==> src/hw/rtl/first_fit_heap_allocator_unit_macros.svh <==
// Assertion macros shared by the allocator RTL.
// Used by ffha_datapath and ffha_ctrl; no other dependencies.
`ifndef FIRST_FIT_HEAP_ALLOCATOR_UNIT_MACROS_SVH
`define FIRST_FIT_HEAP_ALLOCATOR_UNIT_MACROS_SVH

// Condition must hold at every clock edge outside reset.
`define FFHA_ASSERT_ALWAYS(lbl, clk, rst_n, cond, msg) \
    lbl: assert property (@(posedge clk) disable iff (!rst_n) (cond)) else $error(msg);

// Antecedent in one cycle implies consequent in the next.
`define FFHA_ASSERT_NEXT(lbl, clk, rst_n, ante, cons, msg) \
    lbl: assert property (@(posedge clk) disable iff (!rst_n) (ante) |=> (cons)) else $error(msg);

`endif

==> src/hw/rtl/ffha_pkg.sv <==
// Types and fixed constants of the first-fit heap allocator.
// Used by ffha_datapath, ffha_ctrl and the top level; no dependencies.
`timescale 1ns / 1ps
`default_nettype none

package ffha_pkg;

    localparam int ADDR_W     = 32;
    localparam int REQ_W      = 25;
    localparam int OFF_W      = 25;
    localparam int SIZE_W     = 25;
    localparam int SZ_W       = 26;
    localparam int DATA_W     = 64;
    localparam logic [ADDR_W-1:0] BASE_RESET = 32'h0040_0000;

    typedef enum logic {
        OP_ALLOC = 1'b0,
        OP_FREE  = 1'b1
    } t_op;

    typedef enum logic [1:0] {
        ST_DONE    = 2'd0,
        ST_NULL    = 2'd1,
        ST_OOM     = 2'd2,
        ST_UNKNOWN = 2'd3
    } t_status;

    typedef struct packed {
        logic [OFF_W-1:0]  off;
        logic [SIZE_W-1:0] size;
        logic              free;
    } t_entry;

    typedef enum logic [4:0] {
        DP_NOP,
        DP_INIT,
        DP_LOAD,
        DP_SET_NULL,
        DP_SET_UNKNOWN,
        DP_SET_OOM,
        DP_SCAN_RD,
        DP_SCAN_NEXT,
        DP_HIT,
        DP_GROW_SIZE,
        DP_LAST_RD,
        DP_GROW,
        DP_TAKE,
        DP_SH_RD,
        DP_SH_WR,
        DP_SPLIT,
        DP_COMMIT,
        DP_FREE_MARK,
        DP_MG_RD0,
        DP_MG_LOAD,
        DP_MG_RD,
        DP_MG_EV,
        DP_MG_END,
        DP_PUBLISH
    } t_dp_op;

    typedef struct packed {
        t_dp_op op;
    } t_dp_cmd;

    typedef struct packed {
        logic req_null;
        logic is_free;
        logic at_end;
        logic hit;
        logic oom;
        logic split;
        logic shift_more;
    } t_dp_stat;

    typedef enum logic [4:0] {
        S_INIT,
        S_IDLE,
        S_DISPATCH,
        S_SCAN_RD,
        S_SCAN_EV,
        S_UNKNOWN,
        S_GROW_SIZE,
        S_GROW_DEC,
        S_GROW_WR,
        S_TAKE,
        S_SH_CHK,
        S_SH_RD,
        S_SH_WR,
        S_SPLIT,
        S_COMMIT,
        S_FREE_MARK,
        S_MG_RD0,
        S_MG_LOAD,
        S_MG_CHK,
        S_MG_EV,
        S_MG_END,
        S_DONE
    } t_ctrl_state;

endpackage

`default_nettype wire

==> src/hw/rtl/ffha_datapath.sv <==
// Datapath: block table memory, counters, page rounding and result registers.
// Depends on ffha_pkg and first_fit_heap_allocator_unit_macros.svh.
`timescale 1ns / 1ps
`default_nettype none
`include "first_fit_heap_allocator_unit_macros.svh"

module ffha_datapath #(
    parameter int MAX_BLOCKS     = 64,
    parameter int HEADER_BYTES   = 24,
    parameter int PAGE_BYTES     = 4096,
    parameter int HEAP_CAP_BYTES = 16777216
) (
    input  wire logic                          i_clk,
    input  wire logic                          i_rst_n,
    input  wire logic                          i_cfg_wr_en,
    input  wire logic [ffha_pkg::ADDR_W-1:0]   i_cfg_wr_data,
    input  wire logic                          i_req_op,
    input  wire logic [ffha_pkg::DATA_W-1:0]   i_req_data,
    input  ffha_pkg::t_dp_cmd                  i_cmd,
    output ffha_pkg::t_dp_stat                 o_stat,
    output logic [ffha_pkg::DATA_W-1:0]        o_res_data
);

    localparam int CW  = $clog2(MAX_BLOCKS + 1);
    localparam int IW  = $clog2(MAX_BLOCKS);
    localparam int HDR = (HEADER_BYTES + 7) & ~7;

    ffha_pkg::t_entry r_mem [MAX_BLOCKS];
    ffha_pkg::t_entry r_rd_data;
    ffha_pkg::t_entry r_acc;
    ffha_pkg::t_entry n_acc;
    ffha_pkg::t_entry w_wr_data;
    logic             w_rd_en;
    logic             w_wr_en;
    logic [IW-1:0]    w_rd_addr;
    logic [IW-1:0]    w_wr_addr;

    logic [ffha_pkg::ADDR_W-1:0]  r_base;
    logic [CW-1:0]                r_count;
    logic [ffha_pkg::SIZE_W-1:0]  r_committed;
    logic [ffha_pkg::SIZE_W-1:0]  r_total;
    logic                         r_is_free;
    logic                         r_req_zero;
    logic [ffha_pkg::SZ_W-1:0]    r_sz;
    logic [ffha_pkg::ADDR_W-1:0]  r_addr;
    logic [CW-1:0]                r_idx;
    logic [CW-1:0]                r_wr;
    logic [ffha_pkg::ADDR_W-1:0]  r_grow;
    logic [ffha_pkg::ADDR_W-1:0]  r_res_addr;
    ffha_pkg::t_status            r_res_status;
    logic [ffha_pkg::ADDR_W-1:0]  r_o_addr;
    ffha_pkg::t_status            r_o_status;
    logic [ffha_pkg::SIZE_W-1:0]  r_o_used;

    logic [ffha_pkg::REQ_W-1:0]   w_req;
    logic [ffha_pkg::ADDR_W-1:0]  w_addr;
    logic                         w_op_free;
    logic [ffha_pkg::ADDR_W-1:0]  w_rd_payload;
    logic [ffha_pkg::ADDR_W-1:0]  w_acc_payload;
    logic                         w_merge;
    logic [CW-1:0]                w_wr_m1;
    logic [CW-1:0]                w_cnt_m1;
    logic [CW-1:0]                w_idx_p1;

    assign w_req         = i_req_data[ffha_pkg::REQ_W-1:0];
    assign w_addr        = i_req_data[ffha_pkg::REQ_W+ffha_pkg::ADDR_W-1:ffha_pkg::REQ_W];
    assign w_op_free     = i_req_op == ffha_pkg::OP_FREE;
    assign w_rd_payload  = r_base + ffha_pkg::ADDR_W'(r_rd_data.off) + ffha_pkg::ADDR_W'(HDR);
    assign w_acc_payload = r_base + ffha_pkg::ADDR_W'(r_acc.off) + ffha_pkg::ADDR_W'(HDR);
    assign w_merge       = r_acc.free && r_rd_data.free;
    assign w_wr_m1       = r_wr - CW'(1);
    assign w_cnt_m1      = r_count - CW'(1);
    assign w_idx_p1      = r_idx + CW'(1);

    always_comb begin
        o_stat.req_null   = r_req_zero;
        o_stat.is_free    = r_is_free;
        o_stat.at_end     = r_idx >= r_count;
        o_stat.hit        = r_is_free ? (!r_rd_data.free && w_rd_payload == r_addr)
                                      : (r_rd_data.free &&
                                         {1'b0, r_rd_data.size} >= r_sz);
        o_stat.oom        = (r_count >= CW'(MAX_BLOCKS)) ||
                            (ffha_pkg::ADDR_W'(r_committed) + r_grow >
                             ffha_pkg::ADDR_W'(HEAP_CAP_BYTES));
        o_stat.split      = (ffha_pkg::ADDR_W'(r_acc.size) >=
                             ffha_pkg::ADDR_W'(r_sz) + ffha_pkg::ADDR_W'(HDR + 8)) &&
                            (r_count < CW'(MAX_BLOCKS));
        o_stat.shift_more = r_wr > w_idx_p1;
    end

    // Table port selection and next accumulator value
    always_comb begin
        w_rd_en   = 1'b0;
        w_rd_addr = r_idx[IW-1:0];
        w_wr_en   = 1'b0;
        w_wr_addr = r_idx[IW-1:0];
        w_wr_data = r_acc;
        n_acc     = r_acc;
        case (i_cmd.op)
            ffha_pkg::DP_INIT: begin
                w_wr_en        = 1'b1;
                w_wr_addr      = '0;
                w_wr_data.off  = '0;
                w_wr_data.size = ffha_pkg::SIZE_W'(PAGE_BYTES - HDR);
                w_wr_data.free = 1'b1;
            end
            ffha_pkg::DP_SCAN_RD, ffha_pkg::DP_MG_RD: begin
                w_rd_en = 1'b1;
            end
            ffha_pkg::DP_MG_RD0: begin
                w_rd_en   = 1'b1;
                w_rd_addr = '0;
            end
            ffha_pkg::DP_LAST_RD: begin
                w_rd_en   = 1'b1;
                w_rd_addr = w_cnt_m1[IW-1:0];
            end
            ffha_pkg::DP_HIT, ffha_pkg::DP_MG_LOAD: begin
                n_acc = r_rd_data;
            end
            ffha_pkg::DP_GROW: begin
                n_acc.off  = r_rd_data.off + ffha_pkg::OFF_W'(HDR) + r_rd_data.size;
                n_acc.size = ffha_pkg::SIZE_W'(r_grow - ffha_pkg::ADDR_W'(HDR));
                n_acc.free = 1'b1;
                w_wr_en    = 1'b1;
                w_wr_addr  = r_count[IW-1:0];
                w_wr_data  = n_acc;
            end
            ffha_pkg::DP_SH_RD: begin
                w_rd_en   = 1'b1;
                w_rd_addr = w_wr_m1[IW-1:0];
            end
            ffha_pkg::DP_SH_WR: begin
                w_wr_en   = 1'b1;
                w_wr_addr = r_wr[IW-1:0];
                w_wr_data = r_rd_data;
            end
            ffha_pkg::DP_SPLIT: begin
                w_wr_en        = 1'b1;
                w_wr_addr      = w_idx_p1[IW-1:0];
                w_wr_data.off  = r_acc.off + ffha_pkg::OFF_W'(HDR) + ffha_pkg::OFF_W'(r_sz);
                w_wr_data.size = r_acc.size - ffha_pkg::SIZE_W'(r_sz) -
                                 ffha_pkg::SIZE_W'(HDR);
                w_wr_data.free = 1'b1;
                n_acc.size     = ffha_pkg::SIZE_W'(r_sz);
            end
            ffha_pkg::DP_COMMIT: begin
                w_wr_en        = 1'b1;
                w_wr_data.free = 1'b0;
            end
            ffha_pkg::DP_FREE_MARK: begin
                w_wr_en        = 1'b1;
                w_wr_data.free = 1'b1;
            end
            ffha_pkg::DP_MG_EV: begin
                if (w_merge) begin
                    n_acc.size = r_acc.size + ffha_pkg::SIZE_W'(HDR) + r_rd_data.size;
                end else begin
                    w_wr_en   = 1'b1;
                    w_wr_addr = r_wr[IW-1:0];
                    n_acc     = r_rd_data;
                end
            end
            ffha_pkg::DP_MG_END: begin
                w_wr_en   = 1'b1;
                w_wr_addr = r_wr[IW-1:0];
            end
            default: begin
            end
        endcase
    end

    always_ff @(posedge i_clk) begin
        if (w_wr_en) begin
            r_mem[w_wr_addr] <= w_wr_data;
        end
        if (w_rd_en) begin
            r_rd_data <= r_mem[w_rd_addr];
        end
    end

    always_ff @(posedge i_clk) begin
        if (!i_rst_n) begin
            r_base      <= ffha_pkg::BASE_RESET;
            r_count     <= CW'(1);
            r_committed <= ffha_pkg::SIZE_W'(PAGE_BYTES);
            r_total     <= '0;
            r_o_addr    <= '0;
            r_o_status  <= ffha_pkg::ST_DONE;
            r_o_used    <= '0;
        end else begin
            if (i_cfg_wr_en) begin
                r_base <= i_cfg_wr_data;
            end
            case (i_cmd.op)
                ffha_pkg::DP_GROW: begin
                    r_count     <= r_count + CW'(1);
                    r_committed <= r_committed + ffha_pkg::SIZE_W'(r_grow);
                end
                ffha_pkg::DP_SPLIT: begin
                    r_count <= r_count + CW'(1);
                end
                ffha_pkg::DP_COMMIT: begin
                    r_total <= r_total + r_acc.size;
                end
                ffha_pkg::DP_FREE_MARK: begin
                    r_total <= r_total - r_acc.size;
                end
                ffha_pkg::DP_MG_END: begin
                    r_count <= r_wr + CW'(1);
                end
                ffha_pkg::DP_PUBLISH: begin
                    r_o_addr   <= r_res_addr;
                    r_o_status <= r_res_status;
                    r_o_used   <= r_total;
                end
                default: begin
                end
            endcase
        end
    end

    always_ff @(posedge i_clk) begin
        r_acc <= n_acc;
        case (i_cmd.op)
            ffha_pkg::DP_LOAD: begin
                r_is_free  <= w_op_free;
                r_req_zero <= w_op_free ? (w_addr == '0) : (w_req == '0);
                r_sz       <= ({1'b0, w_req} + ffha_pkg::SZ_W'(7)) & ~ffha_pkg::SZ_W'(7);
                r_addr     <= w_addr;
                r_idx      <= '0;
            end
            ffha_pkg::DP_SCAN_NEXT: begin
                r_idx <= w_idx_p1;
            end
            ffha_pkg::DP_SET_NULL: begin
                r_res_addr   <= '0;
                r_res_status <= ffha_pkg::ST_NULL;
            end
            ffha_pkg::DP_SET_UNKNOWN: begin
                r_res_addr   <= '0;
                r_res_status <= ffha_pkg::ST_UNKNOWN;
            end
            ffha_pkg::DP_SET_OOM: begin
                r_res_addr   <= '0;
                r_res_status <= ffha_pkg::ST_OOM;
            end
            ffha_pkg::DP_GROW_SIZE: begin
                // round header plus payload up to whole pages
                r_grow <= (ffha_pkg::ADDR_W'(r_sz) + ffha_pkg::ADDR_W'(HDR + PAGE_BYTES - 1)) &
                          ~ffha_pkg::ADDR_W'(PAGE_BYTES - 1);
            end
            ffha_pkg::DP_GROW: begin
                r_idx <= r_count;
            end
            ffha_pkg::DP_TAKE: begin
                r_wr <= r_count;
            end
            ffha_pkg::DP_SH_WR: begin
                r_wr <= w_wr_m1;
            end
            ffha_pkg::DP_COMMIT: begin
                r_res_addr   <= w_acc_payload;
                r_res_status <= ffha_pkg::ST_DONE;
            end
            ffha_pkg::DP_MG_LOAD: begin
                r_idx <= CW'(1);
                r_wr  <= '0;
            end
            ffha_pkg::DP_MG_EV: begin
                r_idx <= w_idx_p1;
                if (!w_merge) begin
                    r_wr <= r_wr + CW'(1);
                end
            end
            ffha_pkg::DP_MG_END: begin
                r_res_addr   <= '0;
                r_res_status <= ffha_pkg::ST_DONE;
            end
            default: begin
            end
        endcase
    end

    assign o_res_data = {5'd0, r_o_used, r_o_status, r_o_addr};

    `FFHA_ASSERT_ALWAYS(a_used_within_heap, i_clk, i_rst_n, r_total <= r_committed, "used bytes exceed committed heap")
    `FFHA_ASSERT_ALWAYS(a_count_range, i_clk, i_rst_n, (r_count != '0) && (r_count <= CW'(MAX_BLOCKS)), "block count out of range")
    `FFHA_ASSERT_ALWAYS(a_split_has_room, i_clk, i_rst_n, (i_cmd.op != ffha_pkg::DP_SPLIT) || (r_count < CW'(MAX_BLOCKS)), "split with full table")

endmodule

`default_nettype wire

==> config.mk <==
export PLATFORM = sky130hd
export DESIGN_NAME = ffha_datapath
export DESIGN_NICKNAME = d
export VERILOG_FILES = /design/src/hw/rtl/ffha_pkg.sv /design/src/hw/rtl/ffha_datapath.sv
export VERILOG_INCLUDE_DIRS = /design/src /design/src/hw/rtl
export SDC_FILE = /design/constraint.sdc
export NUM_CORES = 2
export LEC_CHECK = 0
export ABC_AREA = 0
export BUFFER_PORTS_ARGS = -buffer_cell sky130_fd_sc_hd__buf_4
export CORE_MARGIN = 2
export CORE_UTILIZATION = 45
export CTS_CLUSTER_SIZE = 14
export DETAILED_ROUTE_END_ITERATION = 12
export SLEW_MARGIN = 5
export SYNTH_ARGS = -nofsm -noshare
export SYNTH_HDL_FRONTEND = slang
export SYNTH_SLANG_ARGS = --single-unit
==> constraint.sdc <==
create_clock -name i_clk -period 11.6 [get_ports i_clk]
set_clock_uncertainty 0.05 [all_clocks]
set_input_delay 0.58 -clock i_clk [delete_from_list [all_inputs] [get_ports i_clk]]
set_output_delay 0.58 -clock i_clk [all_outputs]
set_load 0.005 [all_outputs]
; ---- After elaboration in Yosys (flattened, before gate mapping)
; Memories as Yosys holds them, arrays and structs flattened. A register that Yosys moved wholly into a read port is not among the register bits.
; Index checks and enable logic that the tools add are counted.
[word_totals]
reg_bits = 319
ramBits = 3264
mem_count = 1
in_bits = 105
[memory_table]
columns = memory, depth, width, read_ports, rd_clocked_by_memory_dff, write_ports, line_no
row1 = r_mem, 64, 51, 1, 1, 1, ffha_datapath.sv:28  ; ffha_pkg::t_entry r_mem [MAX_BLOCKS];
[op_classes]
n_mux = 25
reduce_logical = 27
n_addsub = 25
order_cmp = 7
eq_ne = 25
[op_table]
columns = operator, count
row1 = $pmux 50 s4, 1
row2 = $add 25x25->25, 5
row3 = $pmux 25 s4, 1
row4 = $add 25x5->25 const B, 3
row5 = $pmux 25 s3, 1
row6 = $add 32x25->32, 2
row7 = $add 32x5->32 const B, 2
row8 = $pmux 32 s2, 1
row9 = $pmux 7 s4, 2
row10 = $mux 25, 2
row11 = $pmux 25 s2, 1
row12 = $sub 25x25->25, 2
row13 = $sub 25x5->25 const B, 2
row14 = $eq 5x4->1 const B, 8
row15 = $eq 5x5->1 const B, 8
row16 = $eq 32x32->1, 1
row17 = $gt 32x25->1 const B, 1
row18 = $logic_not 32->1, 1
row19 = $pmux 6 s5, 1
row20 = $add 25x27->28, 1
row21 = $add 26x13->27 const B, 1
row22 = $add 26x6->27 const B, 1
row23 = $ge 25x27->1, 1
row24 = $add 25x3->26 const B, 1
row25 = 32 further kinds, 59

; ---- Longest topological paths before layout
[logic_depth]
word_depth = 5
mapped_depth = 18

; ---- Least setup slack after synthesis
; Ideal clock, no wire load.
[synth_path]
path_kind = register to register
from = register r_rd_data[12] (netlist name)
to = memory r_mem[0][48] in the netlist's numbering (data pin)
period_less_slack_ps = 6094
slack_ps = 5506
setup_ps = 702
required_time_ps = 10848
path_stages_with_launch = 13
arrival_ps = 5343
path_cell_list = edfxtp_1 ha_1 ha_1 and4_1 nand3_1 or4b_2 a21oi_1 o21ai_0 a21oi_1 o21ai_0 nand2b_1 xnor2_1 o21ai_0
[synth_rtl]
columns = item, line_no
row1 = "end, declared", ffha_datapath.sv:28

; ---- Worst setup path in the final report
[layout_path]
from = input i_cmd[3] in the netlist's numbering
to = memory r_mem[48][30] in the netlist's numbering, enable pin
[layout_between]
elab_chain_len = 5
[layout_rtl]
columns = item, line_no
row1 = "start, declared", ffha_datapath.sv:19  ; input ffha_pkg::t_dp_cmd i_cmd,
row2 = $eq 5x5->1 (tied with other cells), ffha_datapath.sv:99  ; case (i_cmd.op)
row3 = $reduce_or 7->1 (no line), -
row4 = $pmux 1 s2, ffha_datapath.sv:99
row5 = $mux 1, ffha_datapath.sv:174  ; if (w_wr_en) begin
row6 = $mux 1 (implied by the code), ffha_datapath.sv:175  ; r_mem[w_wr_addr] <= w_wr_data;
; Parallel ways exist; a longest one is shown, timed or not.

==> implementation parameters <==
Parameter                              Value

Status
  Status    complete, no violations

Clock tree
  Resized Gates After CTS    0
  CTS clock-pin slew for the worst setup and hold paths    roughly 60 ps
  TritonCTS clock tree    built
  Clock tree buffer depth    4
  Clock buffers created by TritonCTS    375
  Master cell of the clock root buffer    clkbuf_16
  Sinks on Clock Net    3622
  H-tree depth reported by CTS    5
  Clock latency on the worst-skew pair    approximately 970 ps

Setup path
  Cell with the biggest individual delay on the critical path    a222oi_1
  Critical path, cell by cell    dlygate4sd3_1 > buf_4 > nor2_1 > nand2_1 > nor2_1 > o31ai_1 > a222oi_1 > nand3_1 > nor2_4 > buf_4 > buf_4
  Stage delay of the slowest cell on the critical path    970 ps
  Number of logic stages on the critical path including buffering    11
  Setup Crit Path Kind    input port to flip-flop
  Total buffers and inverters traversed by the critical path    4
  Worst-case register-to-register setup slack    5580 ps
  Dominant cell type by count on the critical path    buf_4
  Startpoint of the worst-slack reg-to-reg timing path    r_idx[0]
  Required time at the worst-slack endpoint    approximately 12000 ps
  Largest fanout on the critical path    24
  Data arrival time of the worst path    7200 ps
  Reg-to-reg endpoint    r_mem[48][30]
  Kind of launch point of the worst setup path    input port
  Kind of end point of the critical path    flip-flop
  Dominant delay contributor by cell family on the critical path    simple AND/OR/NAND/NOR gates
  Reg2Reg Depth    8

Synthesis
  Proportion of register bits with asynchronous set or reset after synthesis    0
  Count of flip-flops with a built-in enable after synthesis    3486
  Cells taking the most area after synthesis    edfxtp_1, nand2_1, nand3_1
  Register bit total from synthesis    3622
  Warnings, synthesis    0
  Library cells used by synthesis    89
  Post-synthesis instance area    155000 um2
  Top cell type by total area after synthesis    edfxtp_1
  Mean area per synthesized cell    about 13 um2
  Post-synthesis cell count    11.9k
  Share of the synthesized area in the top cell type    0.676
  Part of the Yosys area used for sequential elements    0.693
  Most used flip-flop cell after synthesis    edfxtp_1
  Leading cell type by number of instances after synthesis    edfxtp_1
  Commonest cells in the netlist    edfxtp_1, nand2_1, nand3_1

Floorplanning
  Top-level I/O count    176
  DIE HEIGHT    ~590 um
  Die width    591 um
  Number of rows created at floorplan    215
  Initial core utilization    0.452
  DIE AREA    349000 um2
  Floorplan Core Area    343000 um2

Worst hold path
  Depth of the worst hold-timing path    3
  Hold_sp    i_req_data[0]
  HP Class    input port to flip-flop
  Hold Path Sink    r_sz[3]

STA
  Setup Total Neg Slack    0 ps
  Final-report max-slew violation count    0
  Number of endpoints with negative hold slack in the final report    0
  Final Setup Violations    0
  Time the final worst path needs with I/O delays and setup    6710 ps
  Achievable Freq    approximately 150 MHz
  Slew of the pin with the lowest slew margin    between 1000 and 1500 ps
  Unrepaired setup endpoints after global routing    false
  Remaining max-slew budget at the tightest pin    0.0376
  Final worst path period share    0.579

Drt
  Post-route ant nets    0
  Topmost layer with routed signal wires    met5
  Wire length on met1    202000 um
  Met2 WL post-DR    approximately 230000 um
  Routed length on met3    between 40000 and 50000 um
  Number of design rule violations left after detail routing    0
  Vias    104k
  Sum of routed wire length over all layers    495000 um
  Initial DRC Count    approximately 14k
  Via-per-instance ratio    6.14
  Drt pass-1 iters    6
  Routed wire length per instance    29.2 um

Layout
  Number of inserted filler cells in the final layout    around 29k
  Area occupied by multi-input gates    44800 um2
  Core occupancy in the finished layout    0.511
  Fraction of final layout cells with drive strength greater than 1    0.0902
  Number of nets in the layout    between 10k and 15k
  Register Area    approximately 110000 um2
  Area Growth Syn to Fin    13.0%

Power and ir drop
  Cell Pwr Density    between 150 and 200 nW/um2
  Leak Pwr    60.1 nW
  Maximum resistive drop on vdd    roughly 0.00012 V

Place
  Half-perimeter wire length after detailed placement    284000 um
  Final weighted congestion of routability-driven global placement    0.905
  Number of buffers added on ports    approximately 160

GRT
  Antenna violations before repair    13
  Largest net degree at the start of global routing    between 150 and 200
  Number of global-route vias before repair    around 98k
  Wire length of the first global-routing pass    704000 um
  Overflow left after global routing    0
  Global Route Usage Sum    0.277

Run
  MaxCap Viol Count    0
==> state kept, by name, indices dropped and copies added (netlist names), 13 cells and up <==
name and cells:
r_committed 13, r_mem 3264, r_addr 32, r_sz 23, r_o_addr 32, r_base 32
r_rd_data 51, r_o_used 25, r_acc 51, r_res_addr 32, r_grow 15, r_total 25
==> through the flow <==
step / power (mW) / hold slack [ps] / area [um2] / worst slack (ps) / instances
after floorplan: 16.3 / 397 / 155000 / 5510 / 11900
after global placement: 17.1 / 407 / 162000 / 4590 / 16100
after detailed placement: 17.1 / 413 / 162000 / 4430 / 16100
after CTS: 29.0 / 36.1 / 175000 / 5100 / 16900
after global routing: 29.7 / 101 / 175000 / 4800 / 16900
final: 28.9 / 87.4 / 175000 / 4890 / 16900
==> metal layers <==
layer / global-route usage / vias to the layer above
li1: - / 45200
met1: 0.387 / 52400
met2: 0.436 / 5442
met3: 0.0506 / 853
met4: 0.0934 / 4
met5: 0 / -
==> cell type report <==
cell class,instances,share of cell area
Sequential cell,3622,0.613
Multi-Input combinational cell,7351,0.256
Clock buffer,456,0.0565
Tap cell,4557,0.0326
Timing Repair Buffer,526,0.0252
Clock inverter,228,0.0126
Inverter,180,0.00386
Antenna cell,10,0.000143
==> how the worst max path moves through the flow <==
stage                  start            end  slack, ps
2_1_floorplan  r_rd_data[12]   r_mem[0][48]       5510
4_1_cts             i_cmd[3]   r_mem[48][7]       5100
3_5_place_dp        i_cmd[0]  r_mem[48][10]       4430
6_report            i_cmd[3]  r_mem[48][30]       4890
3_3_place_gp        i_cmd[0]  r_mem[48][10]       4590
5_1_grt        r_rd_data[27]      o_stat[3]       4800
==> worst min-delay path, stage by stage <==
cell and delay (ps):
buf_4 70, or3_1 170, xor2_1 90
==> power breakdown <==
part,internal [mW],switching [mW]
registers,14.5,0.101
logic,0.667,1.66
clock network,6.82,5.12
total,22.0,6.88
==> cells by family after synthesis <==
| kind of cell | Yosys count | synth area share |
|---|---|---|
| xor+xnor | 272 | 0.0154 |
| compound gates | 2121 | 0.0882 |
| buf+inv | 885 | 0.0246 |
| simple gates | 4131 | 0.119 |
| fa+ha+maj | 389 | 0.0318 |
| other cells | 1 | 0.0000242 |
| mux | 433 | 0.0280 |
| flops | 3622 | 0.693 |
==> timing repair <==
| item | 4_1_cts | 5_1_grt |
|---|---|---|
| hold buffers | 98 | 0 |
| setup buffers | 0 | 0 |
| hold endpoints to repair | 92 | 0 |
==> cell usage in the layout (no fill, tap or decap), types with 24 or more instances in the layout <==
| cell type | count |
|---|---|
| clkinv_2 | 68 |
| or3_1 | 25 |
| a21oi_1 | 594 |
| nand2b_1 | 38 |
| inv_1 | 175 |
| clkbuf_16 | 384 |
| nand3_1 | 971 |
| ha_1 | 382 |
| a211oi_1 | 37 |
| nand4_1 | 232 |
| nor4_1 | 37 |
| o21a_1 | 27 |
| clkbuf_1 | 70 |
| nand2_1 | 2050 |
| a21o_1 | 70 |
| nor3_1 | 94 |
| xnor2_1 | 178 |
| bufinv_16 | 33 |
| dfxtp_1 | 136 |
| nor2_4 | 68 |
| mux2i_1 | 432 |
| nor2b_1 | 67 |
| and2_1 | 24 |
| xor2_1 | 94 |
| buf_4 | 410 |
| a31oi_1 | 71 |
| a21boi_0 | 79 |
| o21bai_1 | 25 |
| edfxtp_1 | 3486 |
| o21ai_0 | 551 |
| nor2_1 | 369 |
| and3_1 | 48 |
| clkinv_1 | 95 |
| dlygate4sd3_1 | 98 |
| a221oi_1 | 408 |
Power figures use the tool's default switching activity.
