`config.mk`:
```
export PLATFORM = sky130hd
export DESIGN_NAME = ffha_ctrl
export DESIGN_NICKNAME = d
export VERILOG_FILES = /design/src/hw/rtl/ffha_pkg.sv /design/src/hw/rtl/ffha_ctrl.sv
export VERILOG_INCLUDE_DIRS = /design/src /design/src/hw/rtl
export SDC_FILE = /design/constraint.sdc
export NUM_CORES = 1
export LEC_CHECK = 0
export BUFFER_PORTS_ARGS = -buffer_cell sky130_fd_sc_hd__buf_2
export CAP_MARGIN = 20
export CORE_UTILIZATION = 25
export DETAILED_ROUTE_END_ITERATION = 10
export PLACE_DENSITY_LB_ADDON = 0.08
export REMOVE_ABC_BUFFERS = 1
export SKIP_LAST_GASP = 1
export SYNTH_ARGS = -nofsm -noshare
export SYNTH_HDL_FRONTEND = slang
export SYNTH_SLANG_ARGS = --single-unit
```
`constraint.sdc`:
```
create_clock -name i_clk -period 2.9 [get_ports i_clk]
set_clock_uncertainty 0.05 [all_clocks]
set_input_delay 0.29 -clock i_clk [delete_from_list [all_inputs] [get_ports i_clk]]
set_output_delay 0.29 -clock i_clk [all_outputs]
set_load 0.01 [all_outputs]
```
`src/hw/rtl/first_fit_heap_allocator_unit_macros.svh`:
```
// Assertion macros shared by the allocator RTL.
// Used by ffha_datapath and ffha_ctrl; no other dependencies.
`ifndef FIRST_FIT_HEAP_ALLOCATOR_UNIT_MACROS_SVH
`define FIRST_FIT_HEAP_ALLOCATOR_UNIT_MACROS_SVH

// Condition must hold at every clock edge outside reset.
`define FFHA_ASSERT_ALWAYS(lbl, clk, rst_n, cond, msg) \
    lbl: assert property (@(posedge clk) disable iff (!rst_n) (cond)) else $error(msg);

// Antecedent in one cycle implies consequent in the next.
`define FFHA_ASSERT_NEXT(lbl, clk, rst_n, ante, cons, msg) \
    lbl: assert property (@(posedge clk) disable iff (!rst_n) (ante) |=> (cons)) else $error(msg);

`endif

```
`src/hw/rtl/ffha_pkg.sv`:
```
// Types and fixed constants of the first-fit heap allocator.
// Used by ffha_datapath, ffha_ctrl and the top level; no dependencies.
`timescale 1ns / 1ps
`default_nettype none

package ffha_pkg;

    localparam int ADDR_W     = 32;
    localparam int REQ_W      = 25;
    localparam int OFF_W      = 25;
    localparam int SIZE_W     = 25;
    localparam int SZ_W       = 26;
    localparam int DATA_W     = 64;
    localparam logic [ADDR_W-1:0] BASE_RESET = 32'h0040_0000;

    typedef enum logic {
        OP_ALLOC = 1'b0,
        OP_FREE  = 1'b1
    } t_op;

    typedef enum logic [1:0] {
        ST_DONE    = 2'd0,
        ST_NULL    = 2'd1,
        ST_OOM     = 2'd2,
        ST_UNKNOWN = 2'd3
    } t_status;

    typedef struct packed {
        logic [OFF_W-1:0]  off;
        logic [SIZE_W-1:0] size;
        logic              free;
    } t_entry;

    typedef enum logic [4:0] {
        DP_NOP,
        DP_INIT,
        DP_LOAD,
        DP_SET_NULL,
        DP_SET_UNKNOWN,
        DP_SET_OOM,
        DP_SCAN_RD,
        DP_SCAN_NEXT,
        DP_HIT,
        DP_GROW_SIZE,
        DP_LAST_RD,
        DP_GROW,
        DP_TAKE,
        DP_SH_RD,
        DP_SH_WR,
        DP_SPLIT,
        DP_COMMIT,
        DP_FREE_MARK,
        DP_MG_RD0,
        DP_MG_LOAD,
        DP_MG_RD,
        DP_MG_EV,
        DP_MG_END,
        DP_PUBLISH
    } t_dp_op;

    typedef struct packed {
        t_dp_op op;
    } t_dp_cmd;

    typedef struct packed {
        logic req_null;
        logic is_free;
        logic at_end;
        logic hit;
        logic oom;
        logic split;
        logic shift_more;
    } t_dp_stat;

    typedef enum logic [4:0] {
        S_INIT,
        S_IDLE,
        S_DISPATCH,
        S_SCAN_RD,
        S_SCAN_EV,
        S_UNKNOWN,
        S_GROW_SIZE,
        S_GROW_DEC,
        S_GROW_WR,
        S_TAKE,
        S_SH_CHK,
        S_SH_RD,
        S_SH_WR,
        S_SPLIT,
        S_COMMIT,
        S_FREE_MARK,
        S_MG_RD0,
        S_MG_LOAD,
        S_MG_CHK,
        S_MG_EV,
        S_MG_END,
        S_DONE
    } t_ctrl_state;

endpackage

`default_nettype wire

```
`src/hw/rtl/ffha_ctrl.sv`:
```
// Controller state machine: sequences table scans, growth, split and merge passes.
// Depends on ffha_pkg and first_fit_heap_allocator_unit_macros.svh.
`timescale 1ns / 1ps
`default_nettype none
`include "first_fit_heap_allocator_unit_macros.svh"

module ffha_ctrl (
    input  wire logic          i_clk,
    input  wire logic          i_rst_n,
    input  wire logic          i_s_valid,
    output logic               o_s_ready,
    output logic               o_m_valid,
    input  wire logic          i_m_ready,
    input  ffha_pkg::t_dp_stat i_stat,
    output ffha_pkg::t_dp_cmd  o_cmd
);

    ffha_pkg::t_ctrl_state r_state;
    ffha_pkg::t_ctrl_state n_state;
    logic                  r_m_valid;
    logic                  n_m_valid;

    always_ff @(posedge i_clk) begin
        if (!i_rst_n) begin
            r_state   <= ffha_pkg::S_INIT;
            r_m_valid <= 1'b0;
        end else begin
            r_state   <= n_state;
            r_m_valid <= n_m_valid;
        end
    end

    always_comb begin
        n_state   = r_state;
        n_m_valid = r_m_valid && !i_m_ready;
        o_cmd.op  = ffha_pkg::DP_NOP;
        o_s_ready = 1'b0;
        case (r_state)
            ffha_pkg::S_INIT: begin
                o_cmd.op = ffha_pkg::DP_INIT;
                n_state  = ffha_pkg::S_IDLE;
            end
            ffha_pkg::S_IDLE: begin
                o_s_ready = 1'b1;
                if (i_s_valid) begin
                    o_cmd.op = ffha_pkg::DP_LOAD;
                    n_state  = ffha_pkg::S_DISPATCH;
                end
            end
            ffha_pkg::S_DISPATCH: begin
                if (i_stat.req_null) begin
                    o_cmd.op = ffha_pkg::DP_SET_NULL;
                    n_state  = ffha_pkg::S_DONE;
                end else begin
                    n_state = ffha_pkg::S_SCAN_RD;
                end
            end
            ffha_pkg::S_SCAN_RD: begin
                if (i_stat.at_end) begin
                    n_state = i_stat.is_free ? ffha_pkg::S_UNKNOWN : ffha_pkg::S_GROW_SIZE;
                end else begin
                    o_cmd.op = ffha_pkg::DP_SCAN_RD;
                    n_state  = ffha_pkg::S_SCAN_EV;
                end
            end
            ffha_pkg::S_SCAN_EV: begin
                if (i_stat.hit) begin
                    o_cmd.op = ffha_pkg::DP_HIT;
                    n_state  = i_stat.is_free ? ffha_pkg::S_FREE_MARK : ffha_pkg::S_TAKE;
                end else begin
                    o_cmd.op = ffha_pkg::DP_SCAN_NEXT;
                    n_state  = ffha_pkg::S_SCAN_RD;
                end
            end
            ffha_pkg::S_UNKNOWN: begin
                o_cmd.op = ffha_pkg::DP_SET_UNKNOWN;
                n_state  = ffha_pkg::S_DONE;
            end
            ffha_pkg::S_GROW_SIZE: begin
                o_cmd.op = ffha_pkg::DP_GROW_SIZE;
                n_state  = ffha_pkg::S_GROW_DEC;
            end
            ffha_pkg::S_GROW_DEC: begin
                if (i_stat.oom) begin
                    o_cmd.op = ffha_pkg::DP_SET_OOM;
                    n_state  = ffha_pkg::S_DONE;
                end else begin
                    o_cmd.op = ffha_pkg::DP_LAST_RD;
                    n_state  = ffha_pkg::S_GROW_WR;
                end
            end
            ffha_pkg::S_GROW_WR: begin
                o_cmd.op = ffha_pkg::DP_GROW;
                n_state  = ffha_pkg::S_TAKE;
            end
            ffha_pkg::S_TAKE: begin
                o_cmd.op = ffha_pkg::DP_TAKE;
                n_state  = i_stat.split ? ffha_pkg::S_SH_CHK : ffha_pkg::S_COMMIT;
            end
            ffha_pkg::S_SH_CHK: begin
                // open a slot after the chosen block
                n_state = i_stat.shift_more ? ffha_pkg::S_SH_RD : ffha_pkg::S_SPLIT;
            end
            ffha_pkg::S_SH_RD: begin
                o_cmd.op = ffha_pkg::DP_SH_RD;
                n_state  = ffha_pkg::S_SH_WR;
            end
            ffha_pkg::S_SH_WR: begin
                o_cmd.op = ffha_pkg::DP_SH_WR;
                n_state  = ffha_pkg::S_SH_CHK;
            end
            ffha_pkg::S_SPLIT: begin
                o_cmd.op = ffha_pkg::DP_SPLIT;
                n_state  = ffha_pkg::S_COMMIT;
            end
            ffha_pkg::S_COMMIT: begin
                o_cmd.op = ffha_pkg::DP_COMMIT;
                n_state  = ffha_pkg::S_DONE;
            end
            ffha_pkg::S_FREE_MARK: begin
                o_cmd.op = ffha_pkg::DP_FREE_MARK;
                n_state  = ffha_pkg::S_MG_RD0;
            end
            ffha_pkg::S_MG_RD0: begin
                o_cmd.op = ffha_pkg::DP_MG_RD0;
                n_state  = ffha_pkg::S_MG_LOAD;
            end
            ffha_pkg::S_MG_LOAD: begin
                o_cmd.op = ffha_pkg::DP_MG_LOAD;
                n_state  = ffha_pkg::S_MG_CHK;
            end
            ffha_pkg::S_MG_CHK: begin
                if (i_stat.at_end) begin
                    n_state = ffha_pkg::S_MG_END;
                end else begin
                    o_cmd.op = ffha_pkg::DP_MG_RD;
                    n_state  = ffha_pkg::S_MG_EV;
                end
            end
            ffha_pkg::S_MG_EV: begin
                o_cmd.op = ffha_pkg::DP_MG_EV;
                n_state  = ffha_pkg::S_MG_CHK;
            end
            ffha_pkg::S_MG_END: begin
                o_cmd.op = ffha_pkg::DP_MG_END;
                n_state  = ffha_pkg::S_DONE;
            end
            ffha_pkg::S_DONE: begin
                // hold until the output slot is free
                if (!r_m_valid || i_m_ready) begin
                    o_cmd.op  = ffha_pkg::DP_PUBLISH;
                    n_m_valid = 1'b1;
                    n_state   = ffha_pkg::S_IDLE;
                end
            end
            default: begin
                n_state = ffha_pkg::S_IDLE;
            end
        endcase
    end

    assign o_m_valid = r_m_valid;

    `FFHA_ASSERT_NEXT(a_accept_leaves_idle, i_clk, i_rst_n, i_s_valid && o_s_ready, r_state != ffha_pkg::S_IDLE, "request accepted but controller stayed idle")
    `FFHA_ASSERT_NEXT(a_publish_sets_valid, i_clk, i_rst_n, o_cmd.op == ffha_pkg::DP_PUBLISH, r_m_valid, "published result not presented")
    `FFHA_ASSERT_NEXT(a_init_once, i_clk, i_rst_n, r_state == ffha_pkg::S_INIT, r_state == ffha_pkg::S_IDLE, "table init did not finish")

endmodule

`default_nettype wire

```
=== Word level (Yosys, flattened, before mapping) ===
Cells that the tools add are included.

* Input bits: 11
* Word-level logic and storage cells: 56
* Register bits after elaboration: 6

* Eq/ne operators: 23
* Muxes and demuxes: 23
* Reductions and logical operators: 8

{| class="wikitable"
|+ Operator list
! cell !! number
|-
| $pmux W5 S21 || 1
|-
| $pmux W5 S18 || 1
|-
| $eq A5 B4 Y1 const B || 8
|-
| $eq A5 B5 Y1 const B || 6
|-
| $mux W5 || 6
|-
| $eq A5 B3 Y1 const B || 4
|-
| $mux W3 || 5
|-
| $mux W4 || 3
|-
| $eq A5 B2 Y1 const B || 2
|-
| $mux W2 || 4
|-
| $eq A5 B1 Y1 const B || 1
|-
| $logic_not A5 Y1 || 1
|-
| $ne A2 B2 Y1 const B || 2
|-
| $mux W1 || 3
|-
| $reduce_or A3 Y1 || 1
|-
| $logic_not A1 Y1 || 2
|-
| $reduce_and A2 Y1 || 1
|-
| $reduce_or A2 Y1 || 1
|-
| $logic_and A1 B1 Y1 || 1
|-
| $logic_or A1 B1 Y1 || 1
|}

=== Depth between registers and ports, before layout ===
Gate-level depths: netlist of run 1.

* Depth after elaboration: 4
* Gate-level depth with buffers: 6
* Mapped depth without buffers: 4

=== Least setup slack after synthesis of run 1 ===
OpenSTA, ideal clock, no wires.

* Path kind: flip-flop to output port
* Start: register r_state[0]
* End: output o_cmd[1] (netlist bit)
* Stages on the path, launching flop included: 7
* Arrival time: 1.377 ns
* Slack: 1.183 ns
* Required time: 2.560 ns
* Path through: dfxtp_1 buf_6 clkbuf_1 nand2_1 a211oi_1 a21oi_1 o2111ai_1

{| class="wikitable"
|+ RTL lines
! item !! RTL line !! source
|-
| from (decl) || ffha_ctrl.sv:18 || <nowiki>ffha_pkg::t_ctrl_state r_state;</nowiki>
|-
| from (signal assigned) || ffha_ctrl.sv:25 || <nowiki>r_state <= ffha_pkg::S_INIT;</nowiki>
|-
| from (signal assigned) || ffha_ctrl.sv:28 || <nowiki>r_state <= n_state;</nowiki>
|-
| to (decl) || ffha_ctrl.sv:15 || <nowiki>output ffha_pkg::t_dp_cmd o_cmd</nowiki>
|}

==> impl_metrics.yaml, run 1 <==
logic_synthesis:
  netlist_top_cells_area: "dfxtp_1, nor2b_1, o21ai_0"
  synth_top_family_by_area: "compound AO/OA/AOI/OAI gates"
  synth_fa_ha_area_share_pct: 0
  yosys.area.top_type_share_pct: 13.3
  synth_compound_area_share_pct: 39.4
  yosysUniqueCellTypes: 47
  synth_warnings: 0
  synth-simple-area-share_pct: 36.1
  postSynth.asyncResetShare_pct: 0
  synth_edf_count: 0
  syn_area_per_cell_sq_um: 6.89
  yosysTopAreaCell: "dfxtp_1"
  yosys.area_share.xor_xnor_pct: 0.971
  ys_ff_latch: 6
  synth_ff_type: "dfxtp_1"
  synthMuxAreaShare_pct: 1.11
  synth_seq_area_share_pct: 13.3
  syn_area_sq_um: 902
  synth_cells: 131
finish:
  final_common_cell: "buf_2"
  nFillCells: 387
  drive_gt1_share_pct: 19.0
  ff_latch_area_sq_um: 120
  final_area_sq_mm: 0.00102
  final_util_pct: 30.2
  nNetsFinal: 155
  layout_common_cells: "buf_2, o21ai_0, nor2_1"
  synthToLayoutAreaGrowth_pct: 13.3
  multi_input_area_sq_um: 699
  finalNonFillerCells: 188
  num_antenna_cells: 0
grt:
  grt_max_degree: 32
  antenna_found_initial: 0
  grt.overflow.total: 0
  grt_pass1_wl_um: 4440
  grt_pass1_vias: 942
  gr-usage-all-layers_pct: 15.6
sta:
  period_share_pct: 89.1
  rsz0062_at_grt: "no"
  hold_ws_ps: 284
  setup_slack_ps: 316
  drv_slew: 0
  hold_viol: 0
  timing.setup.tns_ps: 0
  relSlewSlack_pct: 38.8
  worst_pin_slew_ps: 916
  min_period_ps: 2580
  setup_violations: 0
  fmax_mhz: 387
clock_network:
  cts_inserted_buffers: 3
  root_buffer: "clkbuf_4"
  clockBufferDepth: 2
  cts_sinks: 6
  clock_latency_ps: 240
  postCtsSetupBuffers: 0
  cts_tree: "done"
  h-tree-depth: 1
  cts_resized: 0
  holdBufCountCts: 0
  clk_pin_slew_worst_paths_ps: 50
critical_path:
  rr_worst_depth: 4
  critPathCaptureType: "output pin"
  r2r-end: "r_state[2]"
  worstPathRequired_ps: 2560
  cp_max_fo: 31
  worstPathArrival_ps: 2240
  r2r_start: "r_state[2]"
  critPathLaunchType: "flop"
  r2r_slack_ps: 570
  critPathKind: "flop to output pin"
floorplanning:
  fp.dieW_um: 62.1
  io_pins: 18
  die_h_um: 62.1
  fp-row-count: 21
  initial_core_util_pct: 26.6
  dieArea_sq_mm: 0.00385
  core-area_sq_mm: 0.00339
power_and_ir_drop:
  p_seq_share_pct: 31.1
  switching_share_pct: 45.0
  p_int_mw: 0.239
  p_comb_share_pct: 51.3
  p_sw_mw: 0.196
  p_total_mw: 0.435
  ir_drop_uv: 154
  p_per_area_mw_per_mm2: 426
  clkPwrFrac_pct: 17.5
  leakagePower_nw: 0.422
place:
  postPlaceCellArea_sq_um: 1000
  place_ws_ps: 610
  numPortBuffers: 17
  gp_congestion: 0.824
  hpwl_um: 2040
  placedCellCount: 185
detailed_routing:
  drt_pass1_iterations: 4
  drc: 0
  ant_nets: 0
  finalWirelength_um: 2740
  dr.first_iter.drc_count: 72
  vias: 1041
  routedWlPerCell_um: 14.6
  drt-vias-per-instance: 5.54
job:
  max_cap_violations: 0
min_path:
  hp-class: "primary input to flop"
  hold_depth: 2
  min_from: "i_rst_n"
  hold_end: "r_state[2]"
outcome:
  outcome: "completed"
-- power groups by stage --
stage / Combinational (mW) / Sequential, mW / Clock, mW
floorplan: 0.143 / 0.130 / 0
global placement: 0.227 / 0.138 / 0
detailed placement: 0.221 / 0.136 / 0
CTS: 0.223 / 0.135 / 0.0807
global route: 0.249 / 0.139 / 0.0834
finish: 0.223 / 0.136 / 0.0762
-- registers in the layout, summed over array words and instances, names as in the netlist --
| signal | count |
|---|---|
| r_state | 5 |
| o_m_valid | 1 |
-- cells in the mapped netlist, drive strengths merged (3+ instances only) --
master / instances
nand3: 5
nor2b: 11
nor3b: 3
nand2: 4
dfxtp: 6
buf: 8
inv: 6
clkbuf: 3
nand2b: 9
nor2: 12
o21ai: 13
a21oi: 8
a22oi: 4
a32oi: 3
-- per-layer routing --
layer | share of wire (%) | GRT usage [%] | wire [um]
met4 | 0.51 | 5.71 | 14
met2 | 45 | 23.9 | 1250
met1 | 48 | 22.3 | 1330
met5 | 0 | 0 | 0
met3 | 5.6 | 1.86 | 154
-- worst max-delay path by stage --
stage	startpoint	end	depth (start not counted)
2_1_floorplan	r_state[2]	r_state[2]	4
3_3_place_gp	r_state[2]	r_state[2]	4
3_5_place_dp	r_state[2]	r_state[2]	4
4_1_cts	r_state[2]	o_cmd[0]	5
5_1_grt	r_state[2]	o_cmd[0]	5
6_report	r_state[2]	o_cmd[0]	5
-- final cells by class --
class | instances | share of cell area [%]
Clock buffer | 3 | 2.20
Multi-Input combinational cell | 108 | 68.4
Timing Repair Buffer | 19 | 9.79
Sequential cell | 6 | 11.8
Tap cell | 46 | 5.63
Inverter | 6 | 2.20
-- critical path, stage by stage, from the launching register on --
cell      delay, ps
dfxtp_1         920
nor3b_1         550
a32o_4          240
nor2_1           50
o211ai_1         80
buf_2           160
-- cells by family after synthesis --
group,count (synthesis)
compound gates,50
xor+xnor,1
buf+inv,17
flops,6
mux,1
simple gates,56
(Power assumes the default switching activity.)
==> run 2: changes to the inputs <==
--- a/config.mk
+++ b/config.mk
@@ -10,6 +10,8 @@
 export CAP_MARGIN = 20
 export CORE_UTILIZATION = 25
 export DETAILED_ROUTE_END_ITERATION = 10
+export GPL_TIMING_DRIVEN = 0
+export HOLD_SLACK_MARGIN = 0.02
 export PLACE_DENSITY_LB_ADDON = 0.08
 export REMOVE_ABC_BUFFERS = 1
 export SKIP_LAST_GASP = 1
==> impl_metrics.yaml, run 2 (same netlist as run 1, synthesis figures left out) <==
outcome:
  outcome: "completed"
finish:
  nFillCells: 388
  largest_register_ffs: 5
  nNetsFinal: 153
  synthToLayoutAreaGrowth_pct: 11.7
  final_util_pct: 29.7
  num_antenna_cells: 0
  final_common_cell: "buf_2"
  final_area_sq_mm: 0.00101
  regMostFlops: "r_state"
  layout_common_cells: "buf_2, o21ai_0, nor2_1"
  drive_gt1_share_pct: 17.9
  ff_latch_area_sq_um: 120
  multi_input_area_sq_um: 699
min_path:
  hold_end: "r_state[2]"
  hold_depth: 2
  hp-class: "primary input to flop"
  min_from: "i_rst_n"
clock_network:
  root_buffer: "clkbuf_4"
  cts_inserted_buffers: 3
  postCtsSetupBuffers: 0
  clockBufferDepth: 2
  clk_pin_slew_worst_paths_ps: 50
  holdBufCountCts: 0
  cts_resized: 0
  clock_latency_ps: 250
  cts_sinks: 6
  h-tree-depth: 1
  cts_tree: "done"
detailed_routing:
  drc: 0
  ant_nets: 0
  finalWirelength_um: 2780
  routedWlPerCell_um: 14.9
  drt_pass1_iterations: 4
  drt-vias-per-instance: 5.42
  dr.first_iter.drc_count: 52
  vias: 1009
sta:
  fmax_mhz: 395
  hold_viol: 0
  setup_violations: 0
  worst_pin_slew_ps: 905
  timing.setup.tns_ps: 0
  drv_slew: 0
  period_share_pct: 87.2
  min_period_ps: 2530
  rsz0062_at_grt: "no"
  relSlewSlack_pct: 39.6
grt:
  antenna_found_initial: 0
  grt_pass1_wl_um: 4400
  grt.overflow.total: 0
  grt_max_degree: 32
  grt_pass1_vias: 880
  gr-usage-all-layers_pct: 15.4
critical_path:
  rr_worst_depth: 4
  cp_max_fo: 31
  critPathLaunchType: "flop"
  worstPathArrival_ps: 2190
  critPathKind: "flop to output pin"
  r2r_start: "r_state[2]"
  r2r-end: "r_state[2]"
  r2r_slack_ps: 580
  worstPathRequired_ps: 2560
  critPathCaptureType: "output pin"
floorplanning:
  fp-row-count: 21
  fp.dieW_um: 62.1
  dieArea_sq_mm: 0.00385
  initial_core_util_pct: 26.6
  io_pins: 18
  die_h_um: 62.1
  core-area_sq_mm: 0.00339
power_and_ir_drop:
  leakagePower_nw: 0.412
  p_comb_share_pct: 47.0
  clkPwrFrac_pct: 18.7
  ir_drop_uv: 245
  p_per_area_mw_per_mm2: 430
  p_int_mw: 0.233
  p_total_mw: 0.433
  switching_share_pct: 46.2
  p_sw_mw: 0.200
  p_seq_share_pct: 34.3
place:
  postPlaceCellArea_sq_um: 985
  gp_congestion: 0.795
  hpwl_um: 1990
  numPortBuffers: 17
job:
  max_cap_violations: 0
## run 2: area by class of cell
cell class | instances | share of cell area (%)
well taps | 46 | 5.71
multi-input cells | 108 | 69.4
inverters | 6 | 2.24
flip-flops and latches | 6 | 11.9
repair buffers | 17 | 8.45
clock buffers | 3 | 2.24
## run 2: through the flow
step | instances | setup WS (ps) | hold WS, ps
after floorplan | 120 | 910 | 357
after global placement | 183 | 567 | 454
after detailed placement | 183 | 570 | 448
after CTS | 186 | 359 | 276
after global routing | 186 | 161 | 282
final | 186 | 370 | 273
## run 2: routing by layer
| layer | global-route usage (%) | vias to the layer above | part of all wire (%) |
|---|---|---|---|
| met5 | 0 | - | 0 |
| met4 | 3.81 | 0 | 1.2 |
| met3 | 2.07 | 4 | 4.4 |
| met2 | 22.0 | 28 | 43 |
| met1 | 23.9 | 463 | 51 |
| li1 | - | 514 | - |
## run 2: how the worst max path moves through the flow
stage | cells past startpoint | to | startpoint
detailed placement | 4 | r_state[2] | r_state[2]
global placement | 4 | r_state[2] | r_state[2]
finish | 5 | o_cmd[0] | r_state[2]
floorplan | 4 | r_state[2] | r_state[2]
global route | 5 | o_cmd[0] | r_state[2]
CTS | 5 | o_cmd[0] | r_state[2]
## run 2: worst max-delay path, stage by stage (launching register included)
cell and delay (ps):
dfxtp_1 910, nor3b_1 500, a32o_4 230, nor2_1 50
o211ai_1 70, buf_2 150
## run 2: power by group through the flow
stage	clock network (mW)	registers, mW	logic [mW]
global placement	0	0.152	0.202
floorplan	0	0.130	0.143
CTS	0.0803	0.148	0.203
detailed placement	0	0.150	0.202
finish	0.0808	0.149	0.203
global route	0.0848	0.155	0.226
==> run 3: changes to the inputs <==
--- a/config.mk
+++ b/config.mk
@@ -8,6 +8,7 @@
 export LEC_CHECK = 0
 export BUFFER_PORTS_ARGS = -buffer_cell sky130_fd_sc_hd__buf_2
 export CAP_MARGIN = 20
+export CORE_ASPECT_RATIO = 1.5
 export CORE_UTILIZATION = 25
 export DETAILED_ROUTE_END_ITERATION = 10
 export GPL_TIMING_DRIVEN = 0
==> impl_metrics.yaml, run 3 (same netlist as run 1, synthesis figures left out) <==
grt:
  grt_pass1_wl_um: 4570
  antenna_found_initial: 0
  gr-usage-all-layers_pct: 15.6
  grt_pass1_vias: 965
  grt_max_degree: 32
  grt.overflow.total: 0
sta:
  setup_violations: 0
  worst_pin_slew_ps: 910
  period_share_pct: 86.2
  relSlewSlack_pct: 39.2
  drv_slew: 0
  rsz0062_at_grt: "no"
  min_period_ps: 2500
  hold_viol: 0
  timing.setup.tns_ps: 0
  fmax_mhz: 400
critical_path:
  cp_max_fo: 31
  worstPathArrival_ps: 2160
  worstPathRequired_ps: 2560
  critPathCaptureType: "output pin"
  critPathLaunchType: "flop"
  critPathKind: "flop to output pin"
place:
  gp_congestion: 0.719
  hpwl_um: 1990
  postPlaceCellArea_sq_um: 980
  numPortBuffers: 17
  placedCellCount: 179
finish:
  synthToLayoutAreaGrowth_pct: 13.2
  layout_common_cells: "buf_2, o21ai_0, nor2_1"
  drive_gt1_share_pct: 17.9
  largest_register_ffs: 5
  num_antenna_cells: 0
  finalNonFillerCells: 182
  final_common_cell: "buf_2"
  final_area_sq_mm: 0.00102
  nNetsFinal: 153
  regMostFlops: "r_state"
floorplanning:
  initial_core_util_pct: 26.4
  fp.dieW_um: 51.0
  fp-row-count: 26
  dieArea_sq_mm: 0.00386
  core-area_sq_mm: 0.00342
  io_pins: 18
  die_h_um: 75.6
min_path:
  hp-class: "primary input to flop"
clock_network:
  clk_pin_slew_worst_paths_ps: 40
  postCtsSetupBuffers: 0
  h-tree-depth: 1
  holdBufCountCts: 0
  clockBufferDepth: 2
  cts_resized: 0
  cts_tree: "done"
  clock_latency_ps: 220
  cts_inserted_buffers: 3
  root_buffer: "clkbuf_8"
  cts_sinks: 6
detailed_routing:
  finalWirelength_um: 2720
  top_layer_used: "met4"
  drc: 0
  ant_nets: 0
  vias: 1022
  drt_pass1_iterations: 4
  wl_met3_um: 110
  dr.first_iter.drc_count: 23
  routedWlPerCell_um: 14.9
  drt-vias-per-instance: 5.62
  wl_met2_um: 1310
  drt-met1-wl_um: 1240
power_and_ir_drop:
  ir_drop_uv: 249
  p_per_area_mw_per_mm2: 465
  leakagePower_nw: 0.420
job:
  max_cap_violations: 0
outcome:
  outcome: "completed"
-- run 3: area by class of cell --
cell class / instances / area (sq um)
inverter: 6 / 22.5
fill: 402 / 2390
clock buffer: 3 / 41.3
tap: 42 / 52.6
timing repair buffer: 17 / 85.1
sequential: 6 / 120
multi-input combinational: 108 / 699
-- run 3: report_power, final --
part           internal (mW)  switching [mW]
sequential            0.0923          0.0567
combinational         0.0938           0.107
clock                 0.0891          0.0354
total                  0.275           0.199
-- run 3: worst paths after layout --
kind | to | start | slack, ps | depth (start not counted)
setup / recovery | o_cmd[0] | r_state[2] | 400 | 5
hold / removal | r_state[3] | i_rst_n | 300 | 2
setup reg to reg | r_state[2] | r_state[2] | 580 | 4
hold reg to reg | o_m_valid | o_m_valid | 460 | 2
-- run 3: routing by layer --
layer | track usage (%) | vias to the layer above
met3 | 2.59 | 6
met5 | 0 | -
met2 | 26.5 | 30
li1 | - | 509
met4 | 6.17 | 0
met1 | 19.4 | 477
-- run 3: stage by stage --
| stage | hold WS (ps) | worst slack, ps | utilization, % | power (mW) |
|---|---|---|---|---|
| 2_1_floorplan | 357 | 910 | - | 0.273 |
| 3_3_place_gp | 448 | 564 | 28.7 | 0.355 |
| 3_5_place_dp | 448 | 594 | 28.7 | 0.352 |
| 4_1_cts | 300 | 400 | 29.9 | 0.480 |
| 5_1_grt | 306 | 255 | 29.9 | 0.511 |
| 6_report | 304 | 401 | 29.9 | 0.474 |
-- run 3: worst max-delay path: stages (launching register included) --
cell	delay (ps)
dfxtp_1	910
nor3b_1	510
a32o_4	240
nor2_1	50
o211ai_1	70
buf_2	160
